[src/design/gts_pkg.sv]
// shared widths, codes and state encoding for the gain tightening scheduler
`timescale 1ns / 1ps

package gts_pkg;

   // field widths
   localparam int GAIN_W      = 16;
   localparam int ANGLE_W     = 15;
   localparam int LEVEL_W     = 16;
   localparam int SPEED_W     = 24;
   localparam int CURRENT_W   = 16;
   localparam int ERROR_W     = 16;
   localparam int CSR_DATA_W  = 16;
   localparam int CSR_INDEX_W = 3;

   // serial arithmetic: one operand bit per cycle
   localparam int OPND_W     = 16;
   localparam int PROD_W     = 2 * OPND_W;
   localparam int STEPS      = OPND_W;
   localparam int STEP_CNT_W = $clog2(STEPS);
   localparam int DIVISOR_W  = ANGLE_W;
   localparam int DIVIDEND_W = OPND_W + DIVISOR_W;
   localparam int NUM_LANES  = 4;

   // level of 1.0 in q0.16
   localparam logic [LEVEL_W-1:0] LEVEL_ONE       = '1;
   localparam logic [GAIN_W-1:0]  SMOOTHING_RESET = 16'd655;

   // register indexes
   typedef enum logic [CSR_INDEX_W-1:0] {
      CSR_ACCEL_ANGLE = 3'd0,
      CSR_BRAKE_ANGLE = 3'd1,
      CSR_ACCEL_RAMP  = 3'd2,
      CSR_BRAKE_RAMP  = 3'd3,
      CSR_ACCEL_GAIN  = 3'd4,
      CSR_BRAKE_GAIN  = 3'd5,
      CSR_SMOOTHING   = 3'd6
   } csr_index_type;

   // sequencer states
   typedef enum logic [7:0] {
      ST_IDLE   = 8'b0000_0001,
      ST_EMA    = 8'b0000_0010,
      ST_GO     = 8'b0000_0100,
      ST_BLEND  = 8'b0000_1000,
      ST_CHECK  = 8'b0001_0000,
      ST_SCALE  = 8'b0010_0000,
      ST_DIVIDE = 8'b0100_0000,
      ST_FINISH = 8'b1000_0000
   } state_type;

endpackage

[src/design/gts_serial_mul.sv]
// bit-serial shift-add unsigned multiplier, one multiplier bit per cycle
`timescale 1ns / 1ps

module gts_serial_mul (
   input  logic                        clock,
   input  logic                        reset,
   input  logic                        start,
   input  logic [gts_pkg::OPND_W-1:0]  multiplicand,
   input  logic [gts_pkg::OPND_W-1:0]  multiplier,
   output logic                        done,
   output logic [gts_pkg::PROD_W-1:0]  product
);
   import gts_pkg::*;

   logic                  busy_ff, busy_in;
   logic                  done_ff, done_in;
   logic [STEP_CNT_W-1:0] cnt_ff, cnt_in;
   logic [OPND_W-1:0]     mcand_ff, mcand_in;
   logic [OPND_W-1:0]     hi_ff, hi_in;
   logic [OPND_W-1:0]     lo_ff, lo_in;
   logic [OPND_W:0]       sum;
   logic                  last;

   // one add and shift per cycle
   always_comb begin
      last     = (cnt_ff == STEP_CNT_W'(STEPS - 1));
      sum      = {1'b0, hi_ff} + (lo_ff[0] ? {1'b0, mcand_ff} : '0);
      busy_in  = busy_ff;
      done_in  = 1'b0;
      cnt_in   = cnt_ff;
      mcand_in = mcand_ff;
      hi_in    = hi_ff;
      lo_in    = lo_ff;
      if (start) begin
         busy_in  = 1'b1;
         cnt_in   = '0;
         mcand_in = multiplicand;
         hi_in    = '0;
         lo_in    = multiplier;
      end else if (busy_ff) begin
         hi_in   = sum[OPND_W:1];
         lo_in   = {sum[0], lo_ff[OPND_W-1:1]};
         cnt_in  = cnt_ff + STEP_CNT_W'(1);
         done_in = last;
         busy_in = !last;
      end
   end

   // control state
   always_ff @(posedge clock) begin
      if (reset) begin
         busy_ff <= 1'b0;
         done_ff <= 1'b0;
         cnt_ff  <= '0;
      end else begin
         busy_ff <= busy_in;
         done_ff <= done_in;
         cnt_ff  <= cnt_in;
      end
   end

   // datapath
   always_ff @(posedge clock) begin
      mcand_ff <= mcand_in;
      hi_ff    <= hi_in;
      lo_ff    <= lo_in;
   end

   assign done    = done_ff;
   assign product = {hi_ff, lo_ff};

endmodule

[src/design/gts_serial_div.sv]
// restoring divider, one quotient bit per cycle
`timescale 1ns / 1ps

module gts_serial_div (
   input  logic                           clock,
   input  logic                           reset,
   input  logic                           start,
   input  logic [gts_pkg::DIVIDEND_W-1:0] dividend,
   input  logic [gts_pkg::DIVISOR_W-1:0]  divisor,
   output logic                           done,
   output logic [gts_pkg::OPND_W-1:0]     quotient
);
   import gts_pkg::*;

   logic                  busy_ff, busy_in;
   logic                  done_ff, done_in;
   logic [STEP_CNT_W-1:0] cnt_ff, cnt_in;
   logic [DIVISOR_W-1:0]  dsr_ff, dsr_in;
   logic [DIVISOR_W-1:0]  rem_ff, rem_in;
   logic [OPND_W-1:0]     quo_ff, quo_in;
   logic [DIVISOR_W:0]    shifted;
   logic [DIVISOR_W+1:0]  diff;
   logic                  last;

   // shift in one dividend bit, subtract when it fits
   always_comb begin
      last    = (cnt_ff == STEP_CNT_W'(STEPS - 1));
      shifted = {rem_ff, quo_ff[OPND_W-1]};
      diff    = {1'b0, shifted} - {2'b00, dsr_ff};
      busy_in = busy_ff;
      done_in = 1'b0;
      cnt_in  = cnt_ff;
      dsr_in  = dsr_ff;
      rem_in  = rem_ff;
      quo_in  = quo_ff;
      if (start) begin
         // dividend is below divisor * 2^16, so the upper part is below the divisor
         busy_in = 1'b1;
         cnt_in  = '0;
         dsr_in  = divisor;
         rem_in  = dividend[DIVIDEND_W-1:OPND_W];
         quo_in  = dividend[OPND_W-1:0];
      end else if (busy_ff) begin
         if (!diff[DIVISOR_W+1]) begin
            rem_in = diff[DIVISOR_W-1:0];
            quo_in = {quo_ff[OPND_W-2:0], 1'b1};
         end else begin
            rem_in = shifted[DIVISOR_W-1:0];
            quo_in = {quo_ff[OPND_W-2:0], 1'b0};
         end
         cnt_in  = cnt_ff + STEP_CNT_W'(1);
         done_in = last;
         busy_in = !last;
      end
   end

   // control state
   always_ff @(posedge clock) begin
      if (reset) begin
         busy_ff <= 1'b0;
         done_ff <= 1'b0;
         cnt_ff  <= '0;
      end else begin
         busy_ff <= busy_in;
         done_ff <= done_in;
         cnt_ff  <= cnt_in;
      end
   end

   // datapath
   always_ff @(posedge clock) begin
      dsr_ff <= dsr_in;
      rem_ff <= rem_in;
      quo_ff <= quo_in;
   end

   assign done     = done_ff;
   assign quotient = quo_ff;

endmodule

[src/design/gain_tightening_scheduler.sv]
// top level: sequencer, state levels, configuration registers and output register
`timescale 1ns / 1ps

// Pitch gain tightening scheduler. One beat on the req_ channel is one control
// tick; it yields exactly one beat on the rsp_ channel with a gain that never
// exceeds req_gain_in. Items are worked one at a time by four bit-serial
// multiplier lanes and one bit-serial divider. A tick that needs no ramp
// division takes two multiplier passes (level averaging, then blending) before
// it reaches the result register; a ramped gain takes two more passes (the span
// product and the divide). req_stall stays high until the sequencer is back
// in idle; a finished result waits in the output register, so the next tick is
// accepted while rsp_stall holds the previous one. csr_ready is always high;
// registers are to be written only while no tick is in flight, and the block
// itself does not enforce this. Unknown register indexes are ignored.
module gain_tightening_scheduler (
   input  logic                                clock,
   input  logic                                reset,
   // input beats
   input  logic                                req_valid,
   output logic                                req_stall,
   input  logic                                req_is_braking,
   input  logic                                req_is_forward,
   input  logic signed [gts_pkg::SPEED_W-1:0]  req_speed,
   input  logic signed [gts_pkg::CURRENT_W-1:0] req_motor_current,
   input  logic signed [gts_pkg::ERROR_W-1:0]  req_balance_error,
   input  logic [gts_pkg::GAIN_W-1:0]          req_gain_in,
   // result beats
   output logic                                rsp_valid,
   input  logic                                rsp_stall,
   output logic [gts_pkg::GAIN_W-1:0]          rsp_gain_out,
   // register writes
   input  logic                                csr_valid,
   output logic                                csr_ready,
   input  logic [gts_pkg::CSR_INDEX_W-1:0]     csr_index,
   input  logic [gts_pkg::CSR_DATA_W-1:0]      csr_data
);
   import gts_pkg::*;

   // rounded q16 scaling of a product, half up on the magnitude
   function automatic logic [OPND_W-1:0] round_q16(input logic [PROD_W-1:0] p);
      logic [OPND_W:0] s;
      s = {1'b0, p[PROD_W-1:OPND_W]} + {{OPND_W{1'b0}}, p[OPND_W-1]};
      return s[OPND_W-1:0];
   endfunction

   // distance between two values
   function automatic logic [OPND_W-1:0] abs_diff(input logic [OPND_W-1:0] a,
                                                  input logic [OPND_W-1:0] b);
      return (a > b) ? (a - b) : (b - a);
   endfunction

   // move a base value toward the far end by a scaled step
   function automatic logic [OPND_W-1:0] step_toward(input logic [OPND_W-1:0] base,
                                                     input logic             down,
                                                     input logic [OPND_W-1:0] q);
      return down ? (base - q) : (base + q);
   endfunction

   state_type state_ff, state_in;

   // configuration registers
   logic [ANGLE_W-1:0] accel_angle_ff, accel_angle_in;
   logic [ANGLE_W-1:0] brake_angle_ff, brake_angle_in;
   logic [ANGLE_W-1:0] accel_ramp_ff, accel_ramp_in;
   logic [ANGLE_W-1:0] brake_ramp_ff, brake_ramp_in;
   logic [GAIN_W-1:0]  accel_gain_ff, accel_gain_in;
   logic [GAIN_W-1:0]  brake_gain_ff, brake_gain_in;
   logic [GAIN_W-1:0]  smoothing_ff, smoothing_in;

   // averaged levels
   logic [LEVEL_W-1:0] braking_level_ff, braking_level_in;
   logic [LEVEL_W-1:0] direction_level_ff, direction_level_in;

   // latched tick and intermediate results
   logic               braking_ff, braking_in;
   logic               dir_tgt_ff, dir_tgt_in;
   logic [ERROR_W-1:0] err_ff, err_in;
   logic [GAIN_W-1:0]  gain_ff, gain_in;
   logic [OPND_W-1:0]  error_ff, error_in;
   logic [ANGLE_W-1:0] angle_ff, angle_in;
   logic [ANGLE_W-1:0] ramp_ff, ramp_in;
   logic [GAIN_W-1:0]  target_ff, target_in;
   logic [GAIN_W-1:0]  result_ff, result_in;

   // output register
   logic               rsp_valid_ff, rsp_valid_in;
   logic [GAIN_W-1:0]  rsp_gain_out_ff, rsp_gain_out_in;

   // multiplier lanes
   logic [NUM_LANES-1:0] lane_start;
   logic [NUM_LANES-1:0] lane_done;
   logic [OPND_W-1:0]    lane_a [NUM_LANES];
   logic [OPND_W-1:0]    lane_t [NUM_LANES];
   logic [PROD_W-1:0]    lane_prod [NUM_LANES];

   // divider
   logic                  div_start;
   logic                  div_done;
   logic [DIVIDEND_W-1:0] div_dividend;
   logic [OPND_W-1:0]     div_quotient;

   // combinational helpers
   logic               accept;
   logic               opposed;
   logic               tdir;
   logic [OPND_W-1:0]  err_mag;
   logic [OPND_W-1:0]  cm, bm;
   logic [OPND_W-1:0]  accel_angle_x, brake_angle_x, accel_ramp_x, brake_ramp_x;
   logic [GAIN_W-1:0]  at, bt;
   logic               angle_down, ramp_down, gain_down;
   logic [OPND_W-1:0]  q0, q1, q2, q3;
   logic [OPND_W-1:0]  angle_blend, ramp_blend;
   logic               tighten;
   logic [OPND_W-1:0]  excess;
   logic [GAIN_W-1:0]  span;
   logic               out_free;

   genvar g;
   generate
      for (g = 0; g < NUM_LANES; g++) begin : g_lane
         gts_serial_mul u_mul (
            .clock        (clock),
            .reset        (reset),
            .start        (lane_start[g]),
            .multiplicand (lane_a[g]),
            .multiplier   (lane_t[g]),
            .done         (lane_done[g]),
            .product      (lane_prod[g])
         );
      end
   endgenerate

   gts_serial_div u_div (
      .clock    (clock),
      .reset    (reset),
      .start    (div_start),
      .dividend (div_dividend),
      .divisor  (ramp_ff),
      .done     (div_done),
      .quotient (div_quotient)
   );

   // handshake
   assign accept   = req_valid && (state_ff == ST_IDLE);
   assign out_free = !rsp_valid_ff || !rsp_stall;

   // direction target: torque direction when current opposes speed and not braking
   always_comb begin
      opposed = !req_is_braking && (req_speed != '0) && (req_motor_current != '0)
                && (req_speed[SPEED_W-1] != req_motor_current[CURRENT_W-1]);
      tdir    = opposed ? !req_motor_current[CURRENT_W-1] : req_is_forward;
   end

   // side weights and blend operands
   always_comb begin
      err_mag       = err_ff[ERROR_W-1] ? (~err_ff + 16'd1) : err_ff;
      cm            = ~abs_diff(direction_level_ff, ~braking_level_ff);
      bm            = ~abs_diff(direction_level_ff, braking_level_ff);
      accel_angle_x = {1'b0, accel_angle_ff};
      brake_angle_x = {1'b0, brake_angle_ff};
      accel_ramp_x  = {1'b0, accel_ramp_ff};
      brake_ramp_x  = {1'b0, brake_ramp_ff};
      at            = (accel_gain_ff != '0) ? accel_gain_ff : gain_ff;
      bt            = (brake_gain_ff != '0) ? brake_gain_ff : gain_ff;
      angle_down    = brake_angle_x < accel_angle_x;
      ramp_down     = brake_ramp_x < accel_ramp_x;
      gain_down     = bt < at;
      q0            = round_q16(lane_prod[0]);
      q1            = round_q16(lane_prod[1]);
      q2            = round_q16(lane_prod[2]);
      q3            = round_q16(lane_prod[3]);
      angle_blend   = step_toward(accel_angle_x, angle_down, q1);
      ramp_blend    = step_toward(accel_ramp_x, ramp_down, q2);
   end

   // tightening decision
   always_comb begin
      tighten = (target_ff != '0) && (gain_ff > target_ff) && (error_ff > {1'b0, angle_ff});
      excess  = error_ff - {1'b0, angle_ff};
      span    = gain_ff - target_ff;
   end

   // lane operands by phase
   always_comb begin
      lane_start = '0;
      for (int i = 0; i < NUM_LANES; i++) begin
         lane_a[i] = '0;
         lane_t[i] = '0;
      end
      case (state_ff)
         ST_IDLE: begin
            // distance of each level to its target, scaled by alpha
            lane_a[0]     = req_is_braking ? ~braking_level_ff : braking_level_ff;
            lane_t[0]     = smoothing_ff;
            lane_a[1]     = tdir ? ~direction_level_ff : direction_level_ff;
            lane_t[1]     = smoothing_ff;
            lane_start[0] = accept;
            lane_start[1] = accept;
         end
         ST_GO: begin
            lane_a[0]  = err_mag;
            lane_t[0]  = err_ff[ERROR_W-1] ? bm : cm;
            lane_a[1]  = abs_diff(accel_angle_x, brake_angle_x);
            lane_t[1]  = braking_level_ff;
            lane_a[2]  = abs_diff(accel_ramp_x, brake_ramp_x);
            lane_t[2]  = braking_level_ff;
            lane_a[3]  = abs_diff(at, bt);
            lane_t[3]  = braking_level_ff;
            lane_start = '1;
         end
         ST_CHECK: begin
            lane_a[0]     = span;
            lane_t[0]     = excess;
            lane_start[0] = tighten && (excess < {1'b0, ramp_ff});
         end
         default: begin
         end
      endcase
   end

   // rounding offset of half the ramp, then divide
   assign div_start    = (state_ff == ST_SCALE) && lane_done[0];
   assign div_dividend = lane_prod[0][DIVIDEND_W-1:0]
                         + {{(DIVIDEND_W-ANGLE_W+1){1'b0}}, ramp_ff[ANGLE_W-1:1]};

   // sequencer and datapath next values
   always_comb begin
      state_in           = state_ff;
      braking_level_in   = braking_level_ff;
      direction_level_in = direction_level_ff;
      braking_in         = braking_ff;
      dir_tgt_in         = dir_tgt_ff;
      err_in             = err_ff;
      gain_in            = gain_ff;
      error_in           = error_ff;
      angle_in           = angle_ff;
      ramp_in            = ramp_ff;
      target_in          = target_ff;
      result_in          = result_ff;
      rsp_valid_in       = rsp_valid_ff && rsp_stall;
      rsp_gain_out_in    = rsp_gain_out_ff;
      case (state_ff)
         ST_IDLE: begin
            if (accept) begin
               braking_in = req_is_braking;
               dir_tgt_in = tdir;
               err_in     = req_balance_error;
               gain_in    = req_gain_in;
               state_in   = ST_EMA;
            end
         end
         ST_EMA: begin
            if (lane_done[0]) begin
               braking_level_in   = step_toward(braking_level_ff, !braking_ff, q0);
               direction_level_in = step_toward(direction_level_ff, !dir_tgt_ff, q1);
               state_in           = ST_GO;
            end
         end
         ST_GO: begin
            state_in = ST_BLEND;
         end
         ST_BLEND: begin
            if (lane_done[0]) begin
               error_in  = q0;
               angle_in  = angle_blend[ANGLE_W-1:0];
               ramp_in   = ramp_blend[ANGLE_W-1:0];
               target_in = step_toward(at, gain_down, q3);
               state_in  = ST_CHECK;
            end
         end
         ST_CHECK: begin
            if (!tighten) begin
               result_in = gain_ff;
               state_in  = ST_FINISH;
            end else if (excess >= {1'b0, ramp_ff}) begin
               result_in = target_ff;
               state_in  = ST_FINISH;
            end else begin
               state_in = ST_SCALE;
            end
         end
         ST_SCALE: begin
            if (lane_done[0]) begin
               state_in = ST_DIVIDE;
            end
         end
         ST_DIVIDE: begin
            if (div_done) begin
               result_in = gain_ff - div_quotient;
               state_in  = ST_FINISH;
            end
         end
         ST_FINISH: begin
            if (out_free) begin
               rsp_valid_in    = 1'b1;
               rsp_gain_out_in = result_ff;
               state_in        = ST_IDLE;
            end
         end
         default: begin
            state_in = ST_IDLE;
         end
      endcase
   end

   // register writes
   always_comb begin
      accel_angle_in = accel_angle_ff;
      brake_angle_in = brake_angle_ff;
      accel_ramp_in  = accel_ramp_ff;
      brake_ramp_in  = brake_ramp_ff;
      accel_gain_in  = accel_gain_ff;
      brake_gain_in  = brake_gain_ff;
      smoothing_in   = smoothing_ff;
      if (csr_valid) begin
         case (csr_index)
            CSR_ACCEL_ANGLE: accel_angle_in = csr_data[ANGLE_W-1:0];
            CSR_BRAKE_ANGLE: brake_angle_in = csr_data[ANGLE_W-1:0];
            CSR_ACCEL_RAMP:  accel_ramp_in  = csr_data[ANGLE_W-1:0];
            CSR_BRAKE_RAMP:  brake_ramp_in  = csr_data[ANGLE_W-1:0];
            CSR_ACCEL_GAIN:  accel_gain_in  = csr_data[GAIN_W-1:0];
            CSR_BRAKE_GAIN:  brake_gain_in  = csr_data[GAIN_W-1:0];
            CSR_SMOOTHING:   smoothing_in   = csr_data[GAIN_W-1:0];
            default: begin
            end
         endcase
      end
   end

   // control, configuration and level state
   always_ff @(posedge clock) begin
      if (reset) begin
         state_ff           <= ST_IDLE;
         rsp_valid_ff       <= 1'b0;
         braking_level_ff   <= '0;
         direction_level_ff <= LEVEL_ONE;
         accel_angle_ff     <= '0;
         brake_angle_ff     <= '0;
         accel_ramp_ff      <= '0;
         brake_ramp_ff      <= '0;
         accel_gain_ff      <= '0;
         brake_gain_ff      <= '0;
         smoothing_ff       <= SMOOTHING_RESET;
      end else begin
         state_ff           <= state_in;
         rsp_valid_ff       <= rsp_valid_in;
         braking_level_ff   <= braking_level_in;
         direction_level_ff <= direction_level_in;
         accel_angle_ff     <= accel_angle_in;
         brake_angle_ff     <= brake_angle_in;
         accel_ramp_ff      <= accel_ramp_in;
         brake_ramp_ff      <= brake_ramp_in;
         accel_gain_ff      <= accel_gain_in;
         brake_gain_ff      <= brake_gain_in;
         smoothing_ff       <= smoothing_in;
      end
   end

   // payload registers
   always_ff @(posedge clock) begin
      braking_ff      <= braking_in;
      dir_tgt_ff      <= dir_tgt_in;
      err_ff          <= err_in;
      gain_ff         <= gain_in;
      error_ff        <= error_in;
      angle_ff        <= angle_in;
      ramp_ff         <= ramp_in;
      target_ff       <= target_in;
      result_ff       <= result_in;
      rsp_gain_out_ff <= rsp_gain_out_in;
   end

   assign req_stall    = (state_ff != ST_IDLE);
   assign rsp_valid    = rsp_valid_ff;
   assign rsp_gain_out = rsp_gain_out_ff;
   assign csr_ready    = 1'b1;

`ifndef SYNTHESIS
   // the result never exceeds the gain of its tick
   a_gain_not_raised: assert property (@(posedge clock) disable iff (reset)
      (state_ff == ST_FINISH) |-> (result_ff <= gain_ff))
      else $error("scheduled gain above input gain");

   // the divider is only started with a nonzero ramp
   a_div_nonzero: assert property (@(posedge clock) disable iff (reset)
      div_start |-> (ramp_ff != '0))
      else $error("divide started with zero ramp");

   // the divider finishes only while the sequencer waits for it
   a_div_phase: assert property (@(posedge clock) disable iff (reset)
      div_done |-> (state_ff == ST_DIVIDE))
      else $error("divider finished outside its phase");

   // lane zero finishes only in a phase that waits on it
   a_lane_phase: assert property (@(posedge clock) disable iff (reset)
      lane_done[0] |-> (state_ff == ST_EMA || state_ff == ST_BLEND || state_ff == ST_SCALE))
      else $error("multiplier lane finished outside its phase");
`endif

endmodule
[config.mk]
export PLATFORM = sky130hd
export DESIGN_NAME = gain_tightening_scheduler
export DESIGN_NICKNAME = d
export VERILOG_FILES = /design/src/design/gts_pkg.sv /design/src/design/gts_serial_mul.sv /design/src/design/gts_serial_div.sv /design/src/design/gain_tightening_scheduler.sv
export SDC_FILE = /design/constraint.sdc
export NUM_CORES = 2
export LEC_CHECK = 0
export BUFFER_PORTS_ARGS = -buffer_cell sky130_fd_sc_hd__clkbuf_2
export CAP_MARGIN = 20
export CORE_MARGIN = 5
export CORE_UTILIZATION = 50
export DETAILED_ROUTE_END_ITERATION = 12
export PLACE_DENSITY = 0.66
export SYNTH_ARGS = -nofsm -noshare
export SYNTH_HDL_FRONTEND = slang
export SYNTH_SLANG_ARGS = --single-unit
export TNS_END_PERCENT = 100
[constraint.sdc]
create_clock -name clock -period 8.5 [get_ports clock]
set_clock_uncertainty 0.2 [all_clocks]
set_input_delay 0.425 -clock clock [delete_from_list [all_inputs] [get_ports clock]]
set_output_delay 0.425 -clock clock [all_outputs]
set_load 0.05 [all_outputs]
After elaboration in Yosys (flattened, before gate mapping)
Cells that the tools add are included.

Reduce and logical (&&, ||, !) cells: 51. Add/sub/neg operators: 39. Equality and inequality tests: 28. Mux-type cells: 68. Bitwise gates (word level): 7. $lt $le $gt $ge: 12.

Operators with widths (number): 16-bit two-way mux (31); 16-bit subtractor (11); 16-bit case mux with 2 select lines (3); 16-bit case mux with 3 select lines (2); 16-bit inverter (5); 15-bit two-way mux (5); 16-bit > comparator (4); 8-bit two-way mux (8); 8-bit case mux with 8 select lines (1); 16-bit nonzero test (4); 15-bit by 15-bit subtractor with 16-bit output (4); 16-bit by 17-bit adder with 17-bit output (3); 16-bit by 1-bit adder with 16-bit output (3); 16-bit adder (3); 32-bit two-way mux (1); 31-bit by 14-bit adder with 31-bit output (1); 15-bit adder (2); 15-bit > comparator (2); 15-bit < comparator (2); 15-bit subtractor (2); 24-bit nonzero test (1); 2-bit AND reduction (11); 4-bit by 1-bit adder with 4-bit output (second input constant) (5); 4-bit equality test (second input constant) (5); 39 further kinds (86).

Register bits: 542. Word-level logic and storage cells: 253. Input port bits: 98. Output and inout port bits: 19.

Logic depth before layout (Yosys ltp)
Depth in word-level cells: 7. Depth in mapped cells: 29. Mapped depth without buffers: 29.

Cells and area by module
Synthesis repeated with hierarchy kept, for this count alone.

Cell total of the unflattened synthesis: 4852. Area, all modules: 42533.3 um2.

By module, submodules not included: gain_tightening_scheduler (sequential area each 6826.5 um2, area an instance 28362.2 um2, cells each 3592, times used 1); gts_serial_mul at g_lane[0].u_mul ... (sequential area each 1401.3 um2, area an instance 2825.2 um2, cells each 256, times used 3); gts_serial_div (sequential area each 1501.4 um2, area an instance 2882.8 um2, cells each 238, times used 1); gts_serial_mul at g_lane[3].u_mul (sequential area each 1401.3 um2, area an instance 2812.7 um2, cells each 254, times used 1).

Least setup slack after synthesis
No wires, ideal clock.

Path kind: register to register. Start point: register brake_gain_ff[0]. End point: register target_ff[15], data pin. Path buffers: 2. Slack: 2640 ps. Period minus slack after synthesis: 5860 ps. Data arrival time: 5400 ps. Cell stages (with the launch flop): 27. Setup time: 260 ps. Required time: 8040 ps. Path through: dfxtp_1 -> nor4_1 -> nand4_1 -> nor3_1 -> clkbuf_1 -> a21oi_1 -> ha_1 -> clkbuf_1 -> a21oi_1 -> nor2b_1 -> o21ai_0 -> nand2b_1 -> a41o_1 -> a221oi_1 -> nor2_1 -> a21o_1 -> ha_1 -> a21o_1 -> a21oi_1 -> o21ai_0 -> a21oi_1 -> o21ai_0 -> a21oi_1 -> o21ai_0 -> o41ai_1 -> o21ai_0 -> xnor2_1.

Longest elaborated chain between the ends: 4.

Ends and longest elaborated chain: from (decl) (RTL line gain_tightening_scheduler.sv:67) `logic [GAIN_W-1:0] brake_gain_ff, brake_gain_in;`; from (signal assigned) (RTL line gain_tightening_scheduler.sv:354) `brake_gain_ff <= brake_gain_in;`; 16-bit nonzero test (RTL line gain_tightening_scheduler.sv:164) `bt = (brake_gain_ff != '0) ? brake_gain_ff : gain_ff;`; 16-bit two-way mux (*) (RTL line gain_tightening_scheduler.sv:164); 16-bit < comparator (*) (RTL line gain_tightening_scheduler.sv:167) `gain_down = bt < at;`; 16-bit two-way mux (*) (RTL line gain_tightening_scheduler.sv:56) `return down ? (base - q) : (base + q);`; to (signal assigned) (RTL line gain_tightening_scheduler.sv:368) `target_ff <= target_in;`; to (decl) (RTL line gain_tightening_scheduler.sv:82) `logic [GAIN_W-1:0] target_ff, target_in;`.

Every way passes the cells marked *; elsewhere a longest branch is shown, timed or not. A chain may end at the register's enable or synchronous reset.

Worst setup path in the final report
Start point: register accel_gain_ff[12]. End point: register target_ff[14], data pin.

Longest elaborated chain between the ends: 4. Elaborated cells between the ends (all ways): 6. Those cells by class: add/sub: 2; order compare: 1; mux: 2; reduce/logical: 1.

Ends and longest elaborated chain: from (decl) (RTL line gain_tightening_scheduler.sv:66) `logic [GAIN_W-1:0] accel_gain_ff, accel_gain_in;`; from (signal assigned) (RTL line gain_tightening_scheduler.sv:353) `accel_gain_ff <= accel_gain_in;`; 16-bit nonzero test (RTL line gain_tightening_scheduler.sv:163) `at = (accel_gain_ff != '0) ? accel_gain_ff : gain_ff;`; 16-bit two-way mux (*) (RTL line gain_tightening_scheduler.sv:163); 16-bit adder (tied with other cells) (RTL line gain_tightening_scheduler.sv:56); 16-bit two-way mux (*) (RTL line gain_tightening_scheduler.sv:56).

Marked as above.

==> run summary <==
Including well taps, the total number of placed cells is 5,786. CTS built an H-tree with a depth of 3. The final critical path takes up 76.8% of the cycle. The post-synthesis sequential element count was 542. Setup repair after global routing left no endpoint under its margin. The die outline width is 296 um, and the net load switching power is 3440 uW. The total of warnings raised by yosys was 0; the sink count of the clock tree was 542.

The most repeated cell in the gate-level netlist after synthesis was nand2_1. Total global routing track utilization: 26.9%. The run gives 0 as the number of setup violations in the final report.

The setup path with the least slack is of type reg2reg. In this run switching power makes up 35.6% of total power. After clock tree synthesis, the clock-pin slew on the worst setup and hold paths is 0.06 ns. The largest registers in the layout are g_lane.u_mul.hi_ff x64, g_lane.u_mul.lo_ff x64, g_lane.u_mul.mcand_ff x64. The run finished with clean final reports. For the placed wire-length estimate after detailed placement, the log shows 93,200 um. The count of cells in the finished layout, fillers not included, comes to 5,947.

The tools report the portion of the post-synthesis area used by sequential elements as 33.8%. The max-slew violation total from the final report was 0. For the first-pass GRT wire length, the log shows 186,000 um. Yosys mapped a number of flops with a built-in enable equal to 302. Across the VDD grid, the largest voltage drop is 0.134 mV.

The maximum fanout along the worst path is 13, and the number of unique standard cell types used by synthesis is 91. After routing the design area is 45,100 um2. The type of element capturing the critical path is a register. The clock network is responsible for 30.4% of the overall power. The fraction of layout cells with a size suffix above 1 is 6.75%, and the number of optimization iterations in the first detailed-route pass is 6. The logs give 0.62 ns for the insertion delay of the later-clocked pin in the worst-skew pair and 6.66 ns for the data arrival time of the critical path. The congestion estimate from routability-driven global placement came to 0.953. The power density normalized to cell area is 214 nW/um2. The run gives 5,275 as the net count of the mapped netlist.

After detailed routing, the number of remaining DRC violations is 0. The path class of the tightest hold or removal check is in2reg. From synthesis to final layout, the design area changed by 10.1%. The number of violations of the max-capacitance limit came out at 0. The tools report the number of buffers created by CTS as 67. Summing over every cut layer, the via total after detailed routing is 34.8k. At the pin with the least slew margin, the transition time is 1.12 ns.

The synthesized design spends more area on one cell type than any other, namely edfxtp_1. In this run, flip-flops and latches consume 33.3% of the power. TritonCTS built the clock tree.

After synthesis, the mean cell area works out to 8.62 um2. The cell count after synthesis came out at 4,753. The analysis attributes to cell leakage a power of 0.0191 uW. The detailed router finished its first iteration with 2,858 violations.

The largest net degree at the start of global routing came out at 80. The initialized floorplan defines 105 standard-cell rows. The initial standard-cell utilization of the core is 50.2%. The total overflow left after global routing is 0. The worst reg2reg path depth works out to 26. During I/O placement, the number of pins put on the boundary was 117. The worst setup path is launched from a register. Counting instances in the post-synthesis netlist gives the leading cell types as nand2_1, a21oi_1, ha_1. Cell internal power was estimated by the tool at 6220 uW.

Die height: 296 um. Yosys attributes the largest share of cell area to edfxtp_1, ha_1, dfxtp_1, xnor2_1, nand2_1. The worst-case clock buffer depth was 3; the cell area after technology mapping was 41,000 um2. The average wire per standard cell is 20.5 um, and the portion of synthesized cell area occupied by the leading cell type is 22.1%. In the final design database the tool counted 5,343 nets.

Relative slew slack: 25.4%. After detailed placement, the total cell area comes to 42,500 um2. The number of port buffers is 115, and the critical path required time is 8.63 ns.

The number of hold violations in the final report is 0, and the full die area is 87,800 um2. The setup TNS came out at 0 ns. The tools report the clock tree root driver cell as clkbuf_16.

Via count of the first global-routing pass: 32.8k. The aggregate routed wire length is 122,000 um. The worst hold path was traced through 3 stages. The part of the power in combinational logic came out at 36.4%. Number of antenna violations at the first check in global routing: 4. The post-detailed-route count of antenna-violating nets came out at 0. Among all flip-flop cells after synthesis, the most frequent one is edfxtp_1. The highest attainable clock frequency was 0.153 GHz; the number of vias per cell after detailed routing was 5.86. The floorplan step defined a core boundary enclosing 81,700 um2.

The tools report the final-layout fill cell count as 7,536. The share of synthesized registers carrying an async set or reset is 0%, and the minimum period implied by the final worst setup slack is 6.53 ns.
-- layout make-up --
cell class	count	area [um2]	share of cell area, %
antenna	1	2.50	0.00554
clock buffer	94	1990	4.42
clock inverter	30	279	0.618
inverter	326	1230	2.72
multi-input combinational	3696	25200	55.8
sequential	542	13900	30.7
tap	1070	1340	2.97
timing repair buffer	188	1230	2.73
-- final timing paths --
kind                      from               end  slack, ns
max          accel_gain_ff[12]     target_ff[14]       1.97
min                  rsp_stall         rsp_valid       0.03
max reg2reg  accel_gain_ff[12]     target_ff[14]       1.97
min reg2reg      result_ff[14]  rsp_gain_out[14]       0.22
-- logic make-up (layout without fill, tap and decap cells) --
logic type	Yosys count	in the layout	share of synthesized area (%)
simple gates	1570	1570	17.7
compound gates	1144	1144	17.9
flops	542	542	33.8
buf+inv	515	638	4.83
fa+ha+maj	424	424	13.4
xor+xnor	421	421	9.03
mux	136	136	3.37
other cells	1	2	0.00915
-- worst max-delay path: stages (launching register included) --
cell and delay [ns]:
dfxtp_1 0.33, nor3_1 0.33, and4_1 0.27, nor2b_1 0.24, buf_4 0.24, a21o_1 0.19
inv_1 0.06, ha_1 0.35, nand2_1 0.09, nand2_1 0.06, a21oi_1 0.23, o21a_1 0.17
o21ai_0 0.11, a41o_1 0.27, a221o_1 0.52, nor2_1 0.18, xnor2_1 0.15, ha_1 0.29
nor2b_1 0.14, o21ai_0 0.22, a21boi_0 0.15, o21ai_0 0.23, a21boi_0 0.15, o21ai_0 0.22
a21oi_1 0.12, o41ai_1 0.54, o211ai_1 0.19
-- what timing repair did --
action	CTS	global route
buffers inserted	0	0
gates resized for setup	0	0
hold endpoints to repair	35	0
hold buffers	33	0
-- power groups by stage --
stage / Clock (uW) / Sequential, uW / Combinational, uW
2_1_floorplan: 0 / 3140 / 2720
3_3_place_gp: 0 / 3260 / 3430
3_5_place_dp: 0 / 3260 / 3460
4_1_cts: 2980 / 3210 / 3490
5_1_grt: 3090 / 3230 / 3880
6_report: 2930 / 3210 / 3510
-- layout by cell type, fill, tap and decap left out, types with 37 or more instances in the layout --
cell       netlist  final
xor2_1         152    152
nand2b_1        41     41
inv_1          320    319
and3_1          41     41
nand3_1        114    114
nor2_1         386    383
xnor2_1        268    268
mux2i_1        119    119
nor4_1          44     44
o21bai_1        39     39
and2_1          87     87
ha_1           400    400
clkbuf_2         0    114
clkbuf_16        0     72
a21oi_1        419    419
a211oi_1        63     63
nor2b_1         54     54
dfxtp_1        240    240
or3_1           37     37
buf_4            4     39
nor3_1          86     85
edfxtp_1       302    302
nand2_1        587    587
a21o_1         112    112
o21ai_0        173    172
-- metrics by stage --
| step | setup WS (ns) | hold slack [ns] | util, % | power, uW |
|---|---|---|---|---|
| after floorplan | 2.64 | 0.200 | - | 5860 |
| after global placement | 2.11 | 0.206 | 52.0 | 6690 |
| after detailed placement | 2.13 | 0.206 | 52.0 | 6720 |
| after CTS | 2.08 | 0.000451 | 55.2 | 9680 |
| after global routing | 1.46 | 0.0162 | 55.2 | 10200 |
| final | 1.97 | 0.0309 | 55.2 | 9660 |
-- metal layers --
metal	vias to the layer above	wire length [um]	track usage [%]
met3	214	8510	4.17
met1	16508	53100	36.7
met5	-	46	0
met4	6	4160	8.10
met2	1122	56000	44.5
li1	16976	-	-
Power figures use the tool's default switching activity.
